===== src/rtl/core/vt4x4_pkg.sv =====
// Shared types, constants and helpers of the 4x4 vertex transform.
package vt4x4_pkg;

  // Fixed field and matrix geometry
  localparam int ELEM_W        = 32;
  localparam int REG_W         = 64;
  localparam int NUM_ROWS      = 4;
  localparam int NUM_COLS      = 4;
  localparam int NUM_REGS      = 8;
  localparam int CFG_IDX_W     = 4;
  localparam int PROD_W        = 2 * ELEM_W;
  localparam int PAIR_W        = PROD_W + 1;
  localparam int SUM_W         = PROD_W + 2;
  localparam int FRAC_BITS_DEF = 16;

  // Kind of item on the input stream
  typedef enum logic {
    CMD_VECTOR = 1'b0,
    CMD_POINT  = 1'b1
  } cmd_e;

  // One row result as it leaves a lane
  typedef struct packed {
    logic [ELEM_W-1:0] val;
    logic              sat;
  } lane_res_t;

  // Identity matrix word for register idx: row idx/2 holds columns 2*(idx%2) and 2*(idx%2)+1
  function automatic logic [REG_W-1:0] reset_word(input int idx, input int frac);
    logic [REG_W-1:0] one;
    int               row;
    one = REG_W'(1) << frac;
    row = idx / 2;
    if ((row / 2) == (idx % 2)) begin
      return one << (ELEM_W * (row % 2));
    end
    return '0;
  endfunction

endpackage


===== src/rtl/core/vt4x4_merge.sv =====
// Merge stage: gathers the four lane results, masks row 3 for points, holds the output item.
module vt4x4_merge (
  input  logic                                                  clk_i,
  input  logic                                                  rst_ni,
  input  logic                                                  adv_i,
  input  logic                                                  vld_i,
  input  vt4x4_pkg::cmd_e                                       cmd_i,
  input  vt4x4_pkg::lane_res_t [vt4x4_pkg::NUM_ROWS-1:0]        lane_i,
  output logic                                                  m_axis_tvalid,
  // fields from bit 0 up: out_x, out_y, out_z, out_w
  output logic [vt4x4_pkg::NUM_ROWS*vt4x4_pkg::ELEM_W-1:0]      m_axis_tdata,
  // fields from bit 0 up: overflow
  output logic                                                  m_axis_tuser
);

  logic                                                   valid_q;
  logic [vt4x4_pkg::NUM_ROWS-1:0][vt4x4_pkg::ELEM_W-1:0] data_d, data_q;
  logic                                                   ovf_d, ovf_q;
  logic                                                   is_point;

  // Combine lane results
  always_comb begin
    is_point = (cmd_i == vt4x4_pkg::CMD_POINT);
    ovf_d    = 1'b0;
    for (int r = 0; r < vt4x4_pkg::NUM_ROWS; r++) begin
      data_d[r] = lane_i[r].val;
      ovf_d     = ovf_d | lane_i[r].sat;
    end
    if (is_point) begin
      data_d[vt4x4_pkg::NUM_ROWS-1] = '0;
      ovf_d = lane_i[0].sat | lane_i[1].sat | lane_i[2].sat;
    end
  end

  // Hold the output item until taken
  always_ff @(posedge clk_i or negedge rst_ni) begin
    if (!rst_ni) begin
      valid_q <= 1'b0;
    end else if (adv_i) begin
      valid_q <= vld_i;
    end
  end

  always_ff @(posedge clk_i) begin
    if (adv_i) begin
      data_q <= data_d;
      ovf_q  <= ovf_d;
    end
  end

  assign m_axis_tvalid = valid_q;
  assign m_axis_tdata  = data_q;
  assign m_axis_tuser  = ovf_q;

endmodule


===== config.mk =====
export PLATFORM = sky130hd
export DESIGN_NAME = vt4x4_merge
export DESIGN_NICKNAME = d
export VERILOG_FILES = /design/src/rtl/core/vt4x4_pkg.sv /design/src/rtl/core/vt4x4_merge.sv
export SDC_FILE = /design/constraint.sdc
export NUM_CORES = 1
export LEC_CHECK = 0
export ABC_AREA = 1
export ABC_CLOCK_PERIOD_IN_PS = 800
export BUFFER_PORTS_ARGS = -buffer_cell sky130_fd_sc_hd__buf_2
export CAP_MARGIN = 20
export CORE_MARGIN = 2
export CORE_UTILIZATION = 39
export CTS_BUF_LIST = sky130_fd_sc_hd__clkbuf_4
export DETAILED_ROUTE_END_ITERATION = 7
export GPL_ROUTABILITY_DRIVEN = 0
export PLACE_DENSITY = 0.77
export SKIP_LAST_GASP = 1
export SLEW_MARGIN = 40
export SYNTH_ARGS = -nofsm -noshare
export SYNTH_HDL_FRONTEND = slang
export SYNTH_SLANG_ARGS = --single-unit

===== constraint.sdc =====
create_clock -name clk_i -period 0.8 [get_ports clk_i]
set_clock_uncertainty 0.1 [all_clocks]
set_input_delay 0.16 -clock clk_i [delete_from_list [all_inputs] [get_ports clk_i]]
set_output_delay 0.16 -clock clk_i [all_outputs]
set_load 0.02 [all_outputs]

==> impl_metrics.csv, run 1 <==
group,metric,value,unit
cts,cts_setup_buffers,0,
logic_synthesis,synth_seq_cells,130,
logic_synthesis,synth_seq_area_share,92.4,%
logic_synthesis,yosysTopAreaCell,"edfxtp_1",
logic_synthesis,yosys.area_share.simple,3.35,%
logic_synthesis,syn_inst,206,
die,die_w,108,um
logic_synthesis,synthMuxAreaShare,0,%
logic_synthesis,syn_nets,343,
cts,cts_buffer_depth,2,
logic_synthesis,syn_area,4220,um2
place,dpl.hpwl,7.25,mm
place,port_buffers,266,
status,status,"aborted with a tool error",
cts,cts_sinks,130,
die,fp.dieH,108,um
logic_synthesis,synthAdderAreaFrac,0,%
cts,holdBufCountCts,129,
logic_synthesis,synthDistinctLibCells,9,
place,dp_cells,610,
die,row_count,37,
logic_synthesis,synth_xor_area_share,0,%
logic_synthesis,synth_compound_area_share,0.119,%
logic_synthesis,synth_top_family_by_area,"buffers and inverters",
cts,htree_levels,4,
status,haltStage,"4_1_cts",
cts,cts_resized,96,
logic_synthesis,avgSynthCellArea,20.5,um2
logic_synthesis,synth_area_leaders,"edfxtp_1 92%, inv_1 3.1%, nor2_1 2.8%",
status,stop_error,"[ERROR RSZ-0060] Max buffer count reached.",
cts,cts_root_buffer,"clkbuf_4",
die,ios,267,
die,start_util,40.5,%
cts,numCtsBuffers,17,
logic_synthesis,yosys_warnings,0,
logic_synthesis,netlist.area_leader.share,91.8,%
stage by stage:
stage	util [%]	cell area, um2	TNS [ns]	hold WS, ns	worst slack, ns
2_1_floorplan	-	4220	0	-0.236	0.0211
3_3_place_gp	55.2	5750	-29.53	-0.163	-0.224
3_5_place_dp	55.2	5750	-33.52	-0.161	-0.257
kinds of logic after synthesis:
family | Yosys count
flip-flops | 130
AO/OA/AOI/OAI | 1
buffers and inverters | 39
AND/OR/NAND/NOR | 36
Yosys cell counts (all sizes together):
cell    number
edfxtp     129
inv         35
nor2        33
buf          4
nand2        2
dfrtp        1
nand3        1
o21ai        1
==> inputs of run 2 (changes only) <==
--- a/config.mk
+++ b/config.mk
@@ -6,15 +6,14 @@
 export NUM_CORES = 1
 export LEC_CHECK = 0
 export ABC_AREA = 1
-export ABC_CLOCK_PERIOD_IN_PS = 800
+export ABC_CLOCK_PERIOD_IN_PS = 1000
 export BUFFER_PORTS_ARGS = -buffer_cell sky130_fd_sc_hd__buf_2
 export CAP_MARGIN = 20
 export CORE_MARGIN = 2
-export CORE_UTILIZATION = 39
-export CTS_BUF_LIST = sky130_fd_sc_hd__clkbuf_4
+export CORE_UTILIZATION = 25
 export DETAILED_ROUTE_END_ITERATION = 7
 export GPL_ROUTABILITY_DRIVEN = 0
-export PLACE_DENSITY = 0.77
+export PLACE_DENSITY_LB_ADDON = 0.15
 export SKIP_LAST_GASP = 1
 export SLEW_MARGIN = 40
 export SYNTH_ARGS = -nofsm -noshare
==> constraint.sdc (replaced) <==
create_clock -name clk_i -period 1 [get_ports clk_i]
set_clock_uncertainty 0.1 [all_clocks]
set_input_delay 0.2 -clock clk_i [delete_from_list [all_inputs] [get_ports clk_i]]
set_output_delay 0.2 -clock clk_i [all_outputs]
set_load 0.02 [all_outputs]
==> impl_metrics.csv, run 2 <==
group,metric,value,unit
die,ios,267,
detailed_routing,firstDrtPassIters,4,
place,port_buffers,266,
hold_path,hold_depth,3,
hold_path,hold_path_startpoint,"lane_i[117]",
worst_setup_path,crit_cells,1,
worst_setup_path,cp.required,0.70,ns
grt,grt_pass1_wl,18.0,mm
worst_setup_path,critical_path.top_delay_family,"flip-flops",
worst_setup_path,crit_path_max_incr_delay,0.41,ns
logic_synthesis,syn_area,4220,um2
logic_synthesis,yosys_warnings,0,
timing,max_freq,785,MHz
logic_synthesis,synthDistinctLibCells,9,
worst_setup_path,endpoint_kind,"output port",
worst_setup_path,startpoint,"m_axis_tdata[98]$_SDFFCE_PP0P_",
place,placed_area,5910,um2
job,max_cap_viol_count,0,
hold_path,hp-class,"in2reg",
cts,cts_buffer_depth,2,
cts,cts_tree,"built",
cells_and_area,final_util,51.2,%
worst_setup_path,path_max_fanout,1,
logic_synthesis,synth_area_leaders,"edfxtp_1 92%, inv_1 3.1%, nor2_1 2.8%",
worst_setup_path,worstSetupPathType,"reg2out",
logic_synthesis,ys_top_cells_by_count,"129 x edfxtp_1, 35 x inv_1, 31 x nor2_1",
power,peakVddDrop,1.06,mV
power,p_per_area,1730,nW/um2
timing,worst_slack,-0.273,ns
worst_setup_path,reg2reg_from,"m_axis_tvalid$_DFFE_PN0P_",
grt,grt_antenna_before_repair,0,
logic_synthesis,avgSynthCellArea,20.5,um2
cells_and_area,postLayoutCellArea,8450,um2
die,row_count,47,
logic_synthesis,netlist.area_leader.share,91.8,%
cells_and_area,largest_reg_flops,128,
logic_synthesis,yosysMostFrequentCell,"edfxtp_1",
cells_and_area,final_cell_mix,"159 x buf_2, 133 x dlygate4sd3_1, 129 x edfxtp_1",
cells_and_area,drive_above_1_share,48.0,%
logic_synthesis,syn_inst,206,
worst_setup_path,r2r_slack,0.18,ns
logic_synthesis,synth_seq_cells,130,
logic_synthesis,syn_nets,343,
power,p_leak,0.00369,uW
worst_setup_path,r2r_end,"m_axis_tvalid$_DFFE_PN0P_",
worst_setup_path,slowest_stage,"edfxtp_1",
die,core,16500,um2
logic_synthesis,ys.flop_type,"edfxtp_1",
grt,grtUsageTotal,13.4,%
die,fp.dieH,134,um
cells_and_area,nets,766,
status,violations,"setup timing",
detailed_routing,avgViaCountPerCell,3.87,
timing,finalCritPeriodShare,127,%
place,dpl.hpwl,8.10,mm
worst_setup_path,worstSetupStartpointType,"register",
detailed_routing,routedWlPerCell,14.5,um
cts,cts_sinks,130,
grt,globalRouteOverflowTotal,0,
timing,tns,-30.17,ns
detailed_routing,num_vias,3338,
timing,worst_pin_slew,0.209,ns
logic_synthesis,synth_enable_flop_cells,129,
die,die_area,17900,um2
cells_and_area,diodes,0,
cts,numCtsBuffers,17,
timing,setup_viol,130,
logic_synthesis,yosysTopAreaCell,"edfxtp_1",
timing,whs,0.0168,ns
detailed_routing,postRouteAntennaNets,0,
timing,max_slew_margin,86.1,%
timing,min_period,1.27,ns
cts,htree_levels,4,
cts,insertion_delay,0.40,ns
logic_synthesis,synth_seq_area_share,92.4,%
cts,cts_root_buffer,"clkbuf_16",
status,status,"complete, but fails checks",
worst_setup_path,path_buf_inv,1,
cells_and_area,final_common_cell,"buf_2",
die,die_w,134,um
logic_synthesis,async_reset_ff_share,0.769,%
hold_path,hold_end,"m_axis_tdata[113]$_SDFFCE_PP0P_",
detailed_routing,drt_iter0_markers,137,
cells_and_area,syn_to_final_growth,100,%
grt,grt_max_degree,38,
detailed_routing,drcViolationCount,0,
timing,finalHoldViolCount,0,
detailed_routing,wl,12.5,mm
timing,rsz0062_at_grt,"true",
worst_setup_path,crit_chain,"buf_6",
worst_setup_path,crit_arrival,0.97,ns
worst_setup_path,r2r_cells,3,
cts,clkTransAtPathRegs,0.06,ns
timing,finalMaxSlewViolations,0,
grt,first_global_vias,3513,
die,start_util,25.5,%
## run 2: cell counts after synthesis
No cell type changed its count.
## run 2: where the power goes
part           switching, uW  internal, uW
clock network           2280          3400
logic                   1050          1260
registers                184          6480
## run 2: metal layers
metal / vias up / track usage [%] / part of all wire, %
met2: 157 / 23.8 / 53
li1: 1574 / - / -
met5: - / 0 / 0
met3: 16 / 5.25 / 8.8
met1: 1591 / 14.1 / 37
met4: 0 / 6.03 / 1.8
## run 2: layout make-up
type	count	area (um2)
fillers	1396	8070
flip-flops and latches	130	3900
repair buffers	408	3460
clock buffers	18	429
well taps	220	275
multi-input cells	37	146
inverters	35	131
clock inverters	14	115
## run 2: cell families (layout without fill, tap and decap cells)
group / after synthesis / in the layout / synth area share, %
flip-flops: 130 / 130 / 92.4
buffers and inverters: 39 / 475 / 4.18
AND/OR/NAND/NOR: 36 / 36 / 3.35
AO/OA/AOI/OAI: 1 / 1 / 0.118
## run 2: worst max path at each step
stage,end,slack (ns)
floorplan,m_axis_tdata[100]$_SDFFCE_PP0P_,0.19
global placement,m_axis_tdata[83]$_DFFE_PP_,-0.08
detailed placement,m_axis_tdata[62]$_DFFE_PP_,-0.09
CTS,m_axis_tdata[50],-0.29
global route,m_axis_tdata[111],-0.31
finish,m_axis_tdata[98],-0.27
## run 2: stage by stage
stage                     worst slack (ns)  instances  total power [uW]
after floorplan                      0.190        206              7360
after global placement             -0.0843        696              8200
after detailed placement           -0.0859        696              8200
after CTS                           -0.294        860             14600
after global routing                -0.314        862             15300
final                               -0.273        862             14700
## run 2: repair_timing
item                                    4_1_cts  5_1_grt
hold buffers                                132        1
hold endpoints to repair                    129        1
endpoints found under the setup margin      130      130
buffers inserted                              0        1
resized for setup                            88      124
Note: power is estimated with default switching activity, not from simulation.
==> inputs of run 3 (changes only) <==
--- a/config.mk
+++ b/config.mk
@@ -13,7 +13,7 @@
 export CORE_UTILIZATION = 25
 export DETAILED_ROUTE_END_ITERATION = 7
 export GPL_ROUTABILITY_DRIVEN = 0
-export PLACE_DENSITY_LB_ADDON = 0.15
+export PLACE_DENSITY = 0.49
 export SKIP_LAST_GASP = 1
 export SLEW_MARGIN = 40
 export SYNTH_ARGS = -nofsm -noshare
==> impl_metrics.csv, run 3 (synthesis results as in run 2) <==
group,metric,value,unit
power,swShare,23.8,%
power,peakVddDrop,1.08,mV
worst_setup_path,endpoint_kind,"output port",
cts,cts_setup_buffers,0,
worst_setup_path,crit_path_max_incr_delay,0.42,ns
die,die_area,17900,um2
power,p_per_area,1690,nW/um2
cells_and_area,largest_reg_flops,128,
die,ios,267,
grt,grt_pass1_wl,17.8,mm
job,max_cap_viol_count,0,
grt,grt_antenna_before_repair,0,
worst_setup_path,r2r_cells,2,
worst_setup_path,path_max_fanout,1,
hold_path,hold_depth,3,
detailed_routing,postRouteAntennaNets,0,
detailed_routing,drt_iter0_markers,98,
power,p_switching,3380,uW
die,core,16500,um2
worst_setup_path,reg2reg_from,"m_axis_tvalid$_DFFE_PN0P_",
timing,min_period,1.28,ns
timing,finalMaxSlewViolations,0,
worst_setup_path,path_buf_inv,1,
grt,grt_max_degree,42,
die,fp.dieH,134,um
timing,setup_viol,130,
power,p_leak,0.00366,uW
cts,numCtsBuffers,17,
worst_setup_path,r2r_slack,0.26,ns
status,violations,"setup timing",
detailed_routing,firstDrtPassIters,4,
hold_path,hp-class,"in2reg",
power,share_seq_of_total_power,46.9,%
place,placed_area,5900,um2
place,port_buffers,266,
die,row_count,47,
detailed_routing,routedWlPerCell,14.3,um
cells_and_area,final_common_cell,"buf_2",
hold_path,hold_end,"m_axis_tdata[113]$_SDFFCE_PP0P_",
detailed_routing,num_vias,3287,
cts,clkTransAtPathRegs,0.05,ns
power,p_comb_share,16.1,%
cts,htree_levels,4,
worst_setup_path,worstSetupPathType,"reg2out",
timing,finalCritPeriodShare,128,%
place,dpl.hpwl,7.73,mm
cts,cts_buffer_depth,2,
cells_and_area,syn_to_final_growth,99.0,%
status,status,"complete, but fails checks",
timing,worst_pin_slew,0.230,ns
die,die_w,134,um
worst_setup_path,r2r_end,"m_axis_tvalid$_DFFE_PN0P_",
detailed_routing,wl,12.3,mm
worst_setup_path,crit_arrival,0.98,ns
cells_and_area,final_cell_mix,"160 x buf_2, 134 x dlygate4sd3_1, 129 x edfxtp_1",
cells_and_area,final_util,50.8,%
power,clkPwrFrac,37.0,%
cells_and_area,drive_above_1_share,47.2,%
worst_setup_path,worstSetupStartpointType,"register",
timing,max_slew_margin,84.7,%
timing,max_freq,782,MHz
cts,cts_sinks,130,
worst_setup_path,crit_chain,"buf_6",
cells_and_area,diodes,0,
die,start_util,25.5,%
cells_and_area,postLayoutCellArea,8400,um2
timing,finalHoldViolCount,0,
cts,insertion_delay,0.40,ns
worst_setup_path,slowest_stage,"edfxtp_1",
worst_setup_path,critical_path.top_delay_family,"flip-flops",
cts,cts_root_buffer,"clkbuf_16",
timing,worst_slack,-0.279,ns
hold_path,hold_path_startpoint,"lane_i[117]",
grt,grtUsageTotal,13.2,%
worst_setup_path,cp.required,0.70,ns
cells_and_area,nets,766,
detailed_routing,drcViolationCount,0,
cts,cts_tree,"built",
grt,first_global_vias,3618,
timing,tns,-29.94,ns
timing,rsz0062_at_grt,"true",
grt,globalRouteOverflowTotal,0,
power,intPower,10800,uW
detailed_routing,avgViaCountPerCell,3.81,
run 3: power by group through the flow:
stage | registers, uW | clock network, uW | logic, uW
floorplan | 7270 | 0 | 88.1
global placement | 6680 | 0 | 1490
detailed placement | 6680 | 0 | 1500
CTS | 6620 | 5410 | 2080
global route | 6710 | 5670 | 2430
finish | 6670 | 5250 | 2290
run 3: cell type report:
type                    count  area, um2
multi-input cells          37        149
flip-flops and latches    130       3900
fillers                  1340       8120
clock inverters            13       71.3
well taps                 220        275
inverters                  35        131
clock buffers              19        433
repair buffers            408       3440
run 3: worst max-delay path by stage:
stage                                          from                               to  cells past startpoint
floorplan                                     cmd_i  m_axis_tdata[100]$_SDFFCE_PP0P_                      3
global placement                              adv_i       m_axis_tdata[26]$_DFFE_PP_                      2
detailed placement                            adv_i       m_axis_tdata[26]$_DFFE_PP_                      2
CTS                 m_axis_tdata[115]$_SDFFCE_PP0P_                m_axis_tdata[115]                      1
global route             m_axis_tdata[43]$_DFFE_PP_                 m_axis_tdata[43]                      1
finish                   m_axis_tdata[43]$_DFFE_PP_                 m_axis_tdata[43]                      1
run 3: layer usage:
metal,up-vias,GRT usage (%),part of all wire (%),routed length (um)
li1,1575,-,-,-
met1,1526,13.0,36,4410
met2,168,24.2,54,6640
met3,18,5.78,8.5,1050
met4,0,5.38,1.8,225
met5,-,0,0,0
run 3: worst register-to-register path, stage by stage (launching register included):
cell,delay (ns)
dfrtp_1,0.39
inv_1,0.05
o21ai_0,0.07
run 3: through the flow:
| stage | worst slack (ns) | total power, uW | hold slack (ns) | std cells |
|---|---|---|---|---|
| global route | -0.313 | 14800 | 0.0125 | 862 |
| finish | -0.279 | 14200 | 0.0132 | 862 |
| global placement | -0.0520 | 8170 | -0.124 | 696 |
| detailed placement | -0.0698 | 8180 | -0.121 | 696 |
| CTS | -0.300 | 14100 | 0.00107 | 862 |
| floorplan | 0.190 | 7360 | -0.196 | 206 |
run 3: timing repair:
item,CTS,global route
setup endpoints to repair,130,131
endpoints found under the hold margin,130,0
hold buffers,134,0
resized for setup,94,117
==> inputs of run 4 (changes only) <==
--- a/config.mk
+++ b/config.mk
@@ -6,7 +6,7 @@
 export NUM_CORES = 1
 export LEC_CHECK = 0
 export ABC_AREA = 1
-export ABC_CLOCK_PERIOD_IN_PS = 1000
+export ABC_CLOCK_PERIOD_IN_PS = 1640
 export BUFFER_PORTS_ARGS = -buffer_cell sky130_fd_sc_hd__buf_2
 export CAP_MARGIN = 20
 export CORE_MARGIN = 2
==> constraint.sdc (replaced) <==
create_clock -name clk_i -period 1.64 [get_ports clk_i]
set_clock_uncertainty 0.1 [all_clocks]
set_input_delay 0.328 -clock clk_i [delete_from_list [all_inputs] [get_ports clk_i]]
set_output_delay 0.328 -clock clk_i [all_outputs]
set_load 0.02 [all_outputs]
==> impl_metrics.csv, run 4 (synthesis results as in run 2) <==
group,metric,value,unit
worst_setup_path,critical_path.top_delay_family,"flip-flops",
power,p_leak,0.00326,uW
die,row_count,47,
worst_setup_path,crit_chain,"buf_2",
grt,globalRouteOverflowTotal,0,
place,dpl.hpwl,7.56,mm
cts,cts_root_buffer,"clkbuf_16",
power,share_seq_of_total_power,46.7,%
worst_setup_path,reg2reg_from,"m_axis_tvalid$_DFFE_PN0P_",
worst_setup_path,cp.required,1.21,ns
detailed_routing,routedWlPerCell,13.2,um
cells_and_area,final_cell_mix,"265 x buf_2, 129 x edfxtp_1, 94 x dlygate4sd3_1",
hold_path,hold_depth,1,
detailed_routing,wl,10.8,mm
detailed_routing,postRouteAntennaNets,0,
place,dp_cells,691,
timing,worst_slack,0.252,ns
detailed_routing,drcViolationCount,0,
place,port_buffers,266,
cts,cts_buffer_depth,2,
cells_and_area,final_common_cell,"buf_2",
power,swShare,22.9,%
hold_path,hp-class,"in2reg",
power,intPower,6620,uW
timing,rsz0062_at_grt,"false",
worst_setup_path,path_max_fanout,1,
cells_and_area,postLayoutCellArea,7340,um2
timing,max_freq,720,MHz
die,fp.dieH,134,um
worst_setup_path,worstSetupStartpointType,"register",
die,ios,267,
detailed_routing,firstDrtPassIters,4,
die,start_util,25.5,%
timing,tns,0,ns
cells_and_area,largest_reg_flops,128,
place,dp_slack,0.398,ns
worst_setup_path,startpoint,"m_axis_tdata[123]$_SDFFCE_PP0P_",
cts,htree_levels,4,
cells_and_area,instances_no_fill,817,
power,p_comb_share,12.4,%
cells_and_area,drive_above_1_share,49.6,%
timing,finalMaxSlewViolations,0,
grt,grt_pass1_wl,16.2,mm
timing,setup_viol,0,
place,placed_area,5850,um2
power,p_per_area,1170,nW/um2
cells_and_area,diodes,0,
hold_path,hold_path_startpoint,"lane_i[29]",
worst_setup_path,path_buf_inv,1,
timing,worst_pin_slew,0.379,ns
worst_setup_path,r2r_cells,2,
cts,insertion_delay,0.40,ns
die,core,16500,um2
power,peakVddDrop,0.636,mV
worst_setup_path,worstSetupPathType,"reg2out",
cells_and_area,nets,721,
die,die_w,134,um
timing,max_slew_margin,74.7,%
timing,finalCritPeriodShare,84.6,%
power,p_switching,1970,uW
worst_setup_path,crit_path_max_incr_delay,0.38,ns
detailed_routing,num_vias,3046,
detailed_routing,drt_iter0_markers,114,
job,max_cap_viol_count,0,
grt,first_global_vias,3240,
cts,clkTransAtPathRegs,0.06,ns
grt,grt_max_degree,67,
cells_and_area,syn_to_final_growth,73.9,%
grt,grtUsageTotal,12.0,%
timing,finalHoldViolCount,0,
cts,numCtsBuffers,17,
grt,grt_antenna_before_repair,0,
worst_setup_path,endpoint_kind,"output port",
power,clkPwrFrac,40.9,%
power,p_total,8590,uW
detailed_routing,avgViaCountPerCell,3.73,
cts,cts_resized,0,
timing,min_period,1.39,ns
cts,cts_tree,"built",
cts,cts_sinks,130,
status,status,"finished, final reports clean",
die,die_area,17900,um2
worst_setup_path,slowest_stage,"edfxtp_1",
worst_setup_path,crit_arrival,0.96,ns
worst_setup_path,crit_cells,1,
## run 4: cell count changes in the layout (fill, tap and decap cells not counted), moves of 2 or more
cell | previous run | this run
dlygate4sd3_1 | 134 | 94
buf_4 | 5 | 1
clkbuf_1 | 2 | 4
clkinv_2 | 5 | 2
bufinv_16 | 0 | 2
buf_2 | 160 | 265
buf_6 | 105 | 0
## run 4: area by class of cell
cell class,count,area (um2)
tap,220,275
clock buffer,21,440
sequential,130,3900
timing repair buffer,363,2330
fill,1531,9180
clock inverter,11,114
multi-input combinational,37,146
inverter,35,131
## run 4: metal layers
| metal | wire length, um | vias up | global-route usage (%) |
|---|---|---|---|
| met4 | 140 | 0 | 4.49 |
| li1 | - | 1487 | - |
| met3 | 1100 | 12 | 5.56 |
| met5 | 0 | - | 0 |
| met2 | 5410 | 172 | 20.0 |
| met1 | 4160 | 1375 | 13.5 |
## run 4: worst paths after layout
path,endpoint,slack [ns]
hold / removal,m_axis_tdata[28]$_DFFE_PP_,0.03
hold reg to reg,m_axis_tvalid$_DFFE_PN0P_,0.43
min in group asynchronous,m_axis_tvalid$_DFFE_PN0P_,0.13
setup reg to reg,m_axis_tvalid$_DFFE_PN0P_,0.92
setup / recovery,m_axis_tdata[123],0.25
max in group asynchronous,m_axis_tvalid$_DFFE_PN0P_,1.22
## run 4: power groups by stage
stage                     sequential [uW]  combinational [uW]  clock (uW)
after detailed placement             4080                 903           0
after floorplan                      4430                53.7           0
final                                4010                1070        3520
after CTS                            4010                1080        3650
after global placement               4070                 894           0
after global routing                 4030                1140        3790
## run 4: repair_timing
item / CTS / global route
hold endpoints to repair: 94 / 0
hold buffers: 94 / 0
setup buffers: 0 / 0
## run 4: through the flow
step	utilization, %	hold WS, ns
2_1_floorplan	-	-0.0676
3_3_place_gp	35.4	0.00299
3_5_place_dp	35.4	0.00303
4_1_cts	44.4	0.00447
5_1_grt	44.4	0.00385
6_report	44.4	0.0267
